### src/sv/kwdm_pkg.sv
// Shared types and codes for the descending k-way merge.
package kwdm_pkg;

    // Result kinds carried on the output channel
    typedef enum logic [1:0] {
        KIND_VALUE  = 2'd0,
        KIND_END    = 2'd1,
        KIND_REJECT = 2'd2
    } t_kind;

    // Request commands
    localparam logic CMD_SUPPLY = 1'b0;
    localparam logic CMD_CLEAR  = 1'b1;

    // Control sequence of the merge engine
    typedef enum logic [1:0] {
        ST_IDLE,
        ST_SCAN,
        ST_DRAIN,
        ST_EMIT
    } t_state;

endpackage

### src/sv/kwdm_if.sv
// Request and result channel interfaces of the descending k-way merge.
interface kwdm_in_if #(
    parameter int IDX_W      = 5,
    parameter int VALUE_BITS = 31
);
    logic                  valid;
    logic                  ready;
    logic                  cmd;
    logic [IDX_W-1:0]      list_index;
    logic [VALUE_BITS-1:0] value;

    modport source (output valid, output cmd, output list_index, output value, input ready);
    modport sink   (input valid, input cmd, input list_index, input value, output ready);
endinterface

interface kwdm_out_if #(
    parameter int IDX_W      = 5,
    parameter int VALUE_BITS = 31
);
    logic                  valid;
    logic                  ready;
    logic [1:0]            kind;
    logic [VALUE_BITS-1:0] merged_value;
    logic [IDX_W-1:0]      refill_list;

    modport source (output valid, output kind, output merged_value, output refill_list,
                    input ready);
    modport sink   (input valid, input kind, input merged_value, input refill_list,
                    output ready);
endinterface

### src/sv/k_way_descending_merge.sv
// Top level of the descending k-way merge engine.
//
// Merges up to MAX_LISTS descending, zero-terminated lists into one descending
// stream, duplicates kept. Each request on i_in either clears the merge (cmd
// set, no result) or supplies the next element of one list into that list's
// head slot. Once every active list (i_cfg_data, clamped to 2..MAX_LISTS) holds
// a head, the engine sweeps the head store and returns the largest head with
// its list number on o_out; that slot is then empty until the list supplies
// again. A head of 0 marks an exhausted list. When the largest head is 0 the
// engine returns an end marker and rejects every supply until a clear. Ties go
// to the lowest list number. A supply to a list outside the active count, to a
// slot already holding a head, or after the end marker gives a reject result.
// A clear, a reject or a supply that leaves some slot empty needs no sweep.
// A supply that fills the last empty slot starts a sweep of the head store
// through its single read port, one slot a cycle; the engine then passes
// through ST_DRAIN to ST_EMIT, which waits for a free output register. No
// request is taken until the engine is idle again. A request is taken while an
// earlier result still waits in the output register, provided that register
// is being emptied or is free. Write configuration only while the engine is idle.
module k_way_descending_merge import kwdm_pkg::*; #(
    parameter  int MAX_LISTS  = 32,
    parameter  int VALUE_BITS = 31,
    localparam int IDX_W      = $clog2(MAX_LISTS),
    localparam int CNT_W      = $clog2(MAX_LISTS + 1)
) (
    input  logic             i_clk,
    input  logic             i_rst_n,
    input  logic             i_cfg_we,
    input  logic [CNT_W-1:0] i_cfg_data,
    kwdm_in_if.sink          i_in,
    kwdm_out_if.source       o_out
);

    // Configuration and merge state
    logic [CNT_W-1:0]      r_active;
    logic [MAX_LISTS-1:0]  r_present, n_present;
    logic                  r_finished, n_finished;
    t_state                r_state, n_state;

    // Sweep pipeline
    logic [IDX_W-1:0]      r_scan_idx, n_scan_idx;
    logic                  r_q_valid;
    logic [IDX_W-1:0]      r_q_idx;
    logic [VALUE_BITS-1:0] r_best_val, n_best_val;
    logic [IDX_W-1:0]      r_best_idx, n_best_idx;

    // Output register
    logic                  r_out_valid, n_out_valid;
    t_kind                 r_out_kind, n_out_kind;
    logic [VALUE_BITS-1:0] r_out_val, n_out_val;
    logic [IDX_W-1:0]      r_out_idx, n_out_idx;

    // Request decode
    logic [CNT_W-1:0]      eff_n;
    logic [IDX_W-1:0]      last_idx;
    logic [MAX_LISTS-1:0]  lane_mask;
    logic [MAX_LISTS-1:0]  present_after;
    logic                  in_accept, is_clear, in_range, slot_full;
    logic                  supply_ok, supply_rej, all_full, out_free;
    logic [VALUE_BITS-1:0] rd_data;

    // Clamp the list count to the supported range
    always_comb begin
        priority if (r_active < CNT_W'(2)) begin
            eff_n = CNT_W'(2);
        end else if (r_active > CNT_W'(MAX_LISTS)) begin
            eff_n = CNT_W'(MAX_LISTS);
        end else begin
            eff_n = r_active;
        end
    end

    assign last_idx = IDX_W'(eff_n - CNT_W'(1));

    always_comb begin
        for (int i = 0; i < MAX_LISTS; i++) begin
            lane_mask[i] = (CNT_W'(i) < eff_n);
        end
    end

    assign out_free     = !r_out_valid || o_out.ready;
    assign i_in.ready   = (r_state == ST_IDLE) && out_free;
    assign in_accept    = i_in.valid && i_in.ready;
    assign is_clear     = (i_in.cmd == CMD_CLEAR);
    assign in_range     = (CNT_W'(i_in.list_index) < eff_n);
    assign slot_full    = in_range && r_present[i_in.list_index];
    assign supply_ok    = in_accept && !is_clear && !r_finished && in_range && !slot_full;
    assign supply_rej   = in_accept && !is_clear && !supply_ok;

    // Fill check includes the slot written by this request
    assign present_after = r_present
                         | (supply_ok ? (MAX_LISTS'(1) << i_in.list_index) : '0);
    assign all_full      = &(present_after | ~lane_mask);

    kwdm_head_mem #(
        .DEPTH (MAX_LISTS),
        .WIDTH (VALUE_BITS),
        .AW    (IDX_W)
    ) u_head_mem (
        .i_clk   (i_clk),
        .i_we    (supply_ok),
        .i_waddr (i_in.list_index),
        .i_wdata (i_in.value),
        .i_re    (r_state == ST_SCAN),
        .i_raddr (r_scan_idx),
        .o_rdata (rd_data)
    );

    // Next state
    always_comb begin
        n_state = r_state;
        unique case (r_state)
            ST_IDLE: begin
                if (supply_ok && all_full) begin
                    n_state = ST_SCAN;
                end
            end
            ST_SCAN: begin
                if (r_scan_idx == last_idx) begin
                    n_state = ST_DRAIN;
                end
            end
            ST_DRAIN: begin
                n_state = ST_EMIT;
            end
            ST_EMIT: begin
                if (out_free) begin
                    n_state = ST_IDLE;
                end
            end
            default: begin
                n_state = ST_IDLE;
            end
        endcase
    end

    // Datapath and outputs
    always_comb begin
        n_present   = r_present;
        n_finished  = r_finished;
        n_scan_idx  = r_scan_idx;
        n_best_val  = r_best_val;
        n_best_idx  = r_best_idx;
        n_out_valid = r_out_valid;
        n_out_kind  = r_out_kind;
        n_out_val   = r_out_val;
        n_out_idx   = r_out_idx;

        if (r_out_valid && o_out.ready) begin
            n_out_valid = 1'b0;
        end

        // Request side: clear, fill or reject
        if (in_accept && is_clear) begin
            n_present  = '0;
            n_finished = 1'b0;
        end
        if (supply_ok) begin
            n_present = present_after;
        end
        if (supply_rej) begin
            n_out_valid = 1'b1;
            n_out_kind  = KIND_REJECT;
            n_out_val   = '0;
            n_out_idx   = '0;
        end

        // Advance the read address through the active slots
        if (r_state == ST_SCAN) begin
            n_scan_idx = r_scan_idx + IDX_W'(1);
        end else begin
            n_scan_idx = '0;
        end

        // Keep the first strictly larger head, so the lowest list wins ties
        if (r_q_valid && ((r_q_idx == '0) || (rd_data > r_best_val))) begin
            n_best_val = rd_data;
            n_best_idx = r_q_idx;
        end

        if ((r_state == ST_EMIT) && out_free) begin
            n_out_valid = 1'b1;
            if (r_best_val == '0) begin
                n_finished = 1'b1;
                n_out_kind = KIND_END;
                n_out_val  = '0;
                n_out_idx  = '0;
            end else begin
                n_present[r_best_idx] = 1'b0;
                n_out_kind = KIND_VALUE;
                n_out_val  = r_best_val;
                n_out_idx  = r_best_idx;
            end
        end
    end

    always_ff @(posedge i_clk) begin
        if (!i_rst_n) begin
            r_active    <= CNT_W'(MAX_LISTS);
            r_present   <= '0;
            r_finished  <= 1'b0;
            r_state     <= ST_IDLE;
            r_scan_idx  <= '0;
            r_q_valid   <= 1'b0;
            r_out_valid <= 1'b0;
        end else begin
            if (i_cfg_we) begin
                r_active <= i_cfg_data;
            end
            r_present   <= n_present;
            r_finished  <= n_finished;
            r_state     <= n_state;
            r_scan_idx  <= n_scan_idx;
            r_q_valid   <= (r_state == ST_SCAN);
            r_out_valid <= n_out_valid;
        end
    end

    // Payload registers hold without reset
    always_ff @(posedge i_clk) begin
        r_q_idx    <= r_scan_idx;
        r_best_val <= n_best_val;
        r_best_idx <= n_best_idx;
        r_out_kind <= n_out_kind;
        r_out_val  <= n_out_val;
        r_out_idx  <= n_out_idx;
    end

    assign o_out.valid        = r_out_valid;
    assign o_out.kind         = r_out_kind;
    assign o_out.merged_value = r_out_val;
    assign o_out.refill_list  = r_out_idx;

endmodule

### src/sv/kwdm_head_mem.sv
// Head slot store: one write port, one read port with registered read data.
module kwdm_head_mem #(
    parameter int DEPTH = 32,
    parameter int WIDTH = 31,
    parameter int AW    = 5
) (
    input  logic             i_clk,
    input  logic             i_we,
    input  logic [AW-1:0]    i_waddr,
    input  logic [WIDTH-1:0] i_wdata,
    input  logic             i_re,
    input  logic [AW-1:0]    i_raddr,
    output logic [WIDTH-1:0] o_rdata
);

    logic [WIDTH-1:0] r_mem [DEPTH];
    logic [WIDTH-1:0] r_rdata;

    always_ff @(posedge i_clk) begin
        if (i_we) begin
            r_mem[i_waddr] <= i_wdata;
        end
    end

    always_ff @(posedge i_clk) begin
        if (i_re) begin
            r_rdata <= r_mem[i_raddr];
        end
    end

    assign o_rdata = r_rdata;

endmodule
### src/flat_wrapper.sv
// flat-port wrapper written by rule: the top's interface ports become plain ports
module k_way_descending_merge_flat import kwdm_pkg::*;
#(
    parameter  int MAX_LISTS  = 32,
    parameter  int VALUE_BITS = 31,
    localparam int IDX_W      = $clog2(MAX_LISTS),
    localparam int CNT_W      = $clog2(MAX_LISTS + 1)
)
  (i_clk, i_rst_n, i_cfg_we, i_cfg_data, i_in_valid, i_in_cmd, i_in_list_index, i_in_value, i_in_ready, o_out_valid, o_out_kind, o_out_merged_value, o_out_refill_list, o_out_ready);
  kwdm_in_if #(.VALUE_BITS(VALUE_BITS)) i_in_i ();
  kwdm_out_if #(.VALUE_BITS(VALUE_BITS)) o_out_i ();
  input  logic i_clk;
  input  logic i_rst_n;
  input  logic i_cfg_we;
  input  logic [CNT_W-1:0] i_cfg_data;
  input wire logic [$bits(i_in_i.valid)-1:0] i_in_valid;
  input wire logic [$bits(i_in_i.cmd)-1:0] i_in_cmd;
  input wire logic [$bits(i_in_i.list_index)-1:0] i_in_list_index;
  input wire logic [$bits(i_in_i.value)-1:0] i_in_value;
  output wire logic [$bits(i_in_i.ready)-1:0] i_in_ready;
  output wire logic [$bits(o_out_i.valid)-1:0] o_out_valid;
  output wire logic [$bits(o_out_i.kind)-1:0] o_out_kind;
  output wire logic [$bits(o_out_i.merged_value)-1:0] o_out_merged_value;
  output wire logic [$bits(o_out_i.refill_list)-1:0] o_out_refill_list;
  input wire logic [$bits(o_out_i.ready)-1:0] o_out_ready;
  assign i_in_i.valid = i_in_valid;
  assign i_in_i.cmd = i_in_cmd;
  assign i_in_i.list_index = i_in_list_index;
  assign i_in_i.value = i_in_value;
  assign i_in_ready = i_in_i.ready;
  assign o_out_valid = o_out_i.valid;
  assign o_out_kind = o_out_i.kind;
  assign o_out_merged_value = o_out_i.merged_value;
  assign o_out_refill_list = o_out_i.refill_list;
  assign o_out_i.ready = o_out_ready;
  k_way_descending_merge #(.MAX_LISTS(MAX_LISTS), .VALUE_BITS(VALUE_BITS)) u_core (.i_clk(i_clk), .i_rst_n(i_rst_n), .i_cfg_we(i_cfg_we), .i_cfg_data(i_cfg_data), .i_in(i_in_i), .o_out(o_out_i));
endmodule
### config.mk
export PLATFORM = sky130hd
export DESIGN_NAME = k_way_descending_merge_flat
export DESIGN_NICKNAME = d
export VERILOG_FILES = /design/src/sv/kwdm_pkg.sv /design/src/sv/kwdm_if.sv /design/src/sv/k_way_descending_merge.sv /design/src/sv/kwdm_head_mem.sv /design/src/flat_wrapper.sv
export SDC_FILE = /design/constraint.sdc
export NUM_CORES = 1
export LEC_CHECK = 0
export BUFFER_PORTS_ARGS = -buffer_cell sky130_fd_sc_hd__buf_2
export CORE_MARGIN = 3
export CORE_UTILIZATION = 42
export DETAILED_ROUTE_END_ITERATION = 8
export HOLD_SLACK_MARGIN = 0.08
export PLACE_DENSITY_LB_ADDON = 0.1
export SETUP_SLACK_MARGIN = 0.15
export SYNTH_ARGS = -nofsm -noshare
export SYNTH_HDL_FRONTEND = slang
export SYNTH_HIERARCHICAL = 1
export SYNTH_SLANG_ARGS = --single-unit
### constraint.sdc
create_clock -name i_clk -period 4.8 [get_ports i_clk]
set_input_delay 0.24 -clock i_clk [delete_from_list [all_inputs] [get_ports i_clk]]
set_output_delay 0.24 -clock i_clk [all_outputs]
set_load 0.01 [all_outputs]
==> reports/qor.csv <==
stage;metric;value;unit
status;status;complete, no violations;
clock_tree;H-tree lvl count;3;
place;Final GP Congestion;0.8877;
sta;Slew Limit Fails;0;
sta;period utilization;86.97;%
detailed_routing;DR iter-0 viols;2143;
yosys;post-synthesis simple-gate area fraction;5.589;%
floorplanning;io pins;88;
cells_and_area;area delta synth->final;15.57;%
place;I/O Buffers;87;
cells_and_area;layout cells sized above 1;12.91;%
sta;Slew HR;24.04;%
yosys;post-synthesis mux area share;11.26;%
yosys;area leader, netlist;edfxtp_1;
worst_setup_path;Setup crit start kind;register;
floorplanning;Starting Density;42.41;%
floorplanning;core area;109200;um2
yosys;Post-synth ARST share;0;%
sta;final setup fails;0;
yosys;synth top area cells;edfxtp_1 (71%), mux2i_1 (11%), dfxtp_1 (2.3%);
job;Max Cap Viol;0;
place;HPWL after DPL;73520;um
detailed_routing;remaining antenna violation count;0;
sta;RSZ-0062 raised after global routing;false;
yosys;Synth Area in Compound Gates;6.140;%
sta;endpoints failing hold;0;
yosys;Synth Cell Area;46300;um2
yosys;Post-Synth XOR/XNOR Area;0.1703;%
global_route;vias in the first global route;25340;
global_route;global-route wire length before repair;170700;um
yosys;top_reg_cell synth;edfxtp_1;
floorplanning;die width;338.0;um
floorplanning;die area;114300;um2
power_and_ir_drop;Cell Pwr Density;384.1;nW/um2
floorplanning;Cell Rows;121;
power_and_ir_drop;LEAKAGE;16.54;nW
yosys;adder-cell area share of the yosys netlist;1.162;%
clock_tree;TritonCTS clock tree;yes;
yosys;Seq/Total Area, Yosys;73.44;%
clock_tree;Post-CTS Setup Inserts;0;
cells_and_area;fin nets;3135;
worst_setup_path;CP endpoint kind;register;
worst_setup_path;crit path kind;register to register;
detailed_routing;wire per inst;25.18;um
worst_setup_path;required time of the critical path;5.19;ns
detailed_routing;aggregate routed wire length;116500;um
global_route;largest net degree at the start of global routing;76;
clock_tree;clock slew at reported path FFs;0.06;ns
yosys;FF+latch count, synth;1150;
global_route;gr usage total;20.39;%
cells_and_area;Final Util;49.02;%
clock_tree;worst skew pair latency;0.71;ns
yosys;Net Count, Synth;2961;
floorplanning;Die H;338.0;um
clock_tree;Clock Sinks;1150;
worst_setup_path;r2r setup slk;0.63;ns
yosys;Yosys Warn Count;6;
yosys;Synth Instances;2870;
detailed_routing;Vias/cell;5.504;
sta;setup TNS;0;ns
detailed_routing;DRC viols;0;
global_route;total congestion overflow;0;
worst_setup_path;crit-path max FO;31;
power_and_ir_drop;Peak supply drop;0.3366;mV
yosys;synthesized area per cell;16.13;um2
yosys;share of the synthesized area in the top cell type;71.15;%
clock_tree;post-CTS sizing;0;
clock_tree;Longest Clk Path Bufs;3;
worst_setup_path;Arr. time, crit path;4.56;ns
clock_tree;TritonCTS Buffers;121;
hold_path;worst hold path type;input pin to register;
cells_and_area;number of fillers in the final layout;9162;
sta;Fmax;239.5;MHz
sta;minimum clock period;4.175;ns
clock_tree;hold-fix buffers at CTS;39;
detailed_routing;first-pass iteration count of the detailed router;5;
sta;Worst-Margin Slew;1.137;ns
yosys;post-synthesis cell type count;73;
clock_tree;CTS Root Buffer Type;clkbuf_16;
yosys;number of synthesized flops with an enable pin;1097;
detailed_routing;Vias;25460;
sta;Post-Route Skew;0.04049;ns
yosys;largest family of logic cells by synthesized area;multiplexers;
global_route;initial antenna violation count;2;
[state kept, by name, indices dropped and copies added, names as in the netlist]
signal and count:
u_core/r_finished 1, u_core/r_scan_idx 5, u_core/o_out.kind 2, u_core/o_out.merged_value 31
u_core/o_out.refill_list 5, u_core/r_active 6, u_core/r_present 32, u_core/r_best_val 31
u_core/u_head_mem/o_rdata 31, u_core/u_head_mem/r_mem 992, u_core/o_out.valid 1, u_core/r_state 2
u_core/r_q_idx 5, u_core/r_q_valid 1, u_core/r_best_idx 5
[synthesized netlist by cell type (all sizes together) (6+ instances only)]
cell / number
o21a: 6
nor4: 16
nand2b: 13
nor3: 99
a21oi: 119
ha: 43
o21ai: 15
nand2: 128
a31oi: 46
a22oi: 98
nand4: 12
nand3: 105
a22o: 63
edfxtp: 1097
nor2b: 18
clkbuf: 74
dfxtp: 53
a21o: 13
and2: 9
inv: 46
nor2: 106
buf: 88
o31ai: 8
nand3b: 7
a41oi: 6
mux2i: 514
[routing by layer]
metal / track usage, % / part of all wire [%]
met1: 30.32 / 47
met2: 31.57 / 46
met4: 4.776 / 2.0
met5: 0 / 0
met3: 3.253 / 5.3
[cell usage in the layout (no fill, tap or decap), types with 11 or more instances in the layout]
cell           count
a21o_1            13
a21oi_1          118
a22o_1            63
a22oi_1           98
a31oi_1           45
buf_12            43
buf_2             87
buf_4             44
bufinv_16         11
clkbuf_1          37
clkbuf_16        125
clkinv_1          24
clkinv_2          17
dfxtp_1           52
dlygate4sd3_1     39
edfxtp_1        1097
ha_1              42
inv_1             46
mux2i_1          514
nand2_1          127
nand2b_1          11
nand3_1          105
nand4_1           12
nor2_1            70
nor2_4            33
nor2b_1           16
nor3_1            99
nor4_1            11
o21ai_0           13
[path summary, 6_finish.rpt]
| check | from | to | cells past startpoint |
|---|---|---|---|
| worst max-delay path | u_core/r_active[3]$_SDFFE_PN0P_ | u_core/u_head_mem/r_mem[4][28]$_DFFE_PP_ | 11 |
| worst min-delay path | i_in_value[28] | u_core/u_head_mem/r_mem[21][28]$_DFFE_PP_ | 1 |
| worst max register to register | u_core/r_active[3]$_SDFFE_PN0P_ | u_core/u_head_mem/r_mem[4][28]$_DFFE_PP_ | 11 |
| worst min register to register | u_core/r_q_idx[3]$_DFF_P_ | u_core/r_best_idx[3]$_DFFE_PP_ | 0 |
[power by group]
group / internal (mW) / total [mW] / switching, mW
Combinational: 0.102 / 0.428 / 0.326
Sequential: 11.0 / 11.0 / 0.0179
Clock: 5.35 / 9.09 / 3.75
[final cells by class]
class                      instances  area [um2]  share of cell area, %
multi-input combinational       1512       11560                  21.61
timing repair buffer             213        2017                  3.770
tap                             1476        1847                  3.452
sequential                      1150       34010                  63.56
clock inverter                    63       628.1                  1.174
inverter                          46       172.7                 0.3227
clock buffer                     162        3267                  6.106
antenna                            3       7.507                0.01403
[logic make-up (layout without fill, tap and decap cells)]
kind of cell / after synthesis / count (layout)
flops: 1150 / 1150
mux: 517 / 517
simple gates: 532 / 532
fa+ha+maj: 43 / 43
compound gates: 411 / 411
other cells: 0 / 3
buf+inv: 208 / 484
xor+xnor: 9 / 9
[worst max-delay path, cell delays in order, from the launching register on]
cell and delay [ns]:
dfxtp_1 0.70, nand2b_1 0.33, ha_1 0.37, a211o_1 0.26, o211ai_1 0.15, o211a_1 0.40, and4_4 0.31, a31o_2 0.12
or3b_2 0.53, buf_4 0.25, nor2_4 0.15, buf_12 0.23
[stage by stage]
stage / area [um2] / total power, mW / hold slack [ns] / instances / worst slack (ns)
2_1_floorplan: 46310 / 11.38 / 0.3389 / 2870 / 0.1367
5_1_grt: 53500 / 21.26 / 0.1172 / 4622 / 0.3701
6_report: 53510 / 20.55 / 0.1365 / 4625 / 0.6254
4_1_cts: 53500 / 20.80 / 0.08965 / 4622 / 0.6322
3_5_place_dp: 49210 / 11.65 / 0.4099 / 4358 / 0.7102
3_3_place_gp: 49210 / 11.64 / 0.4083 / 4358 / 0.7247
Power figures use the tool's default switching activity.
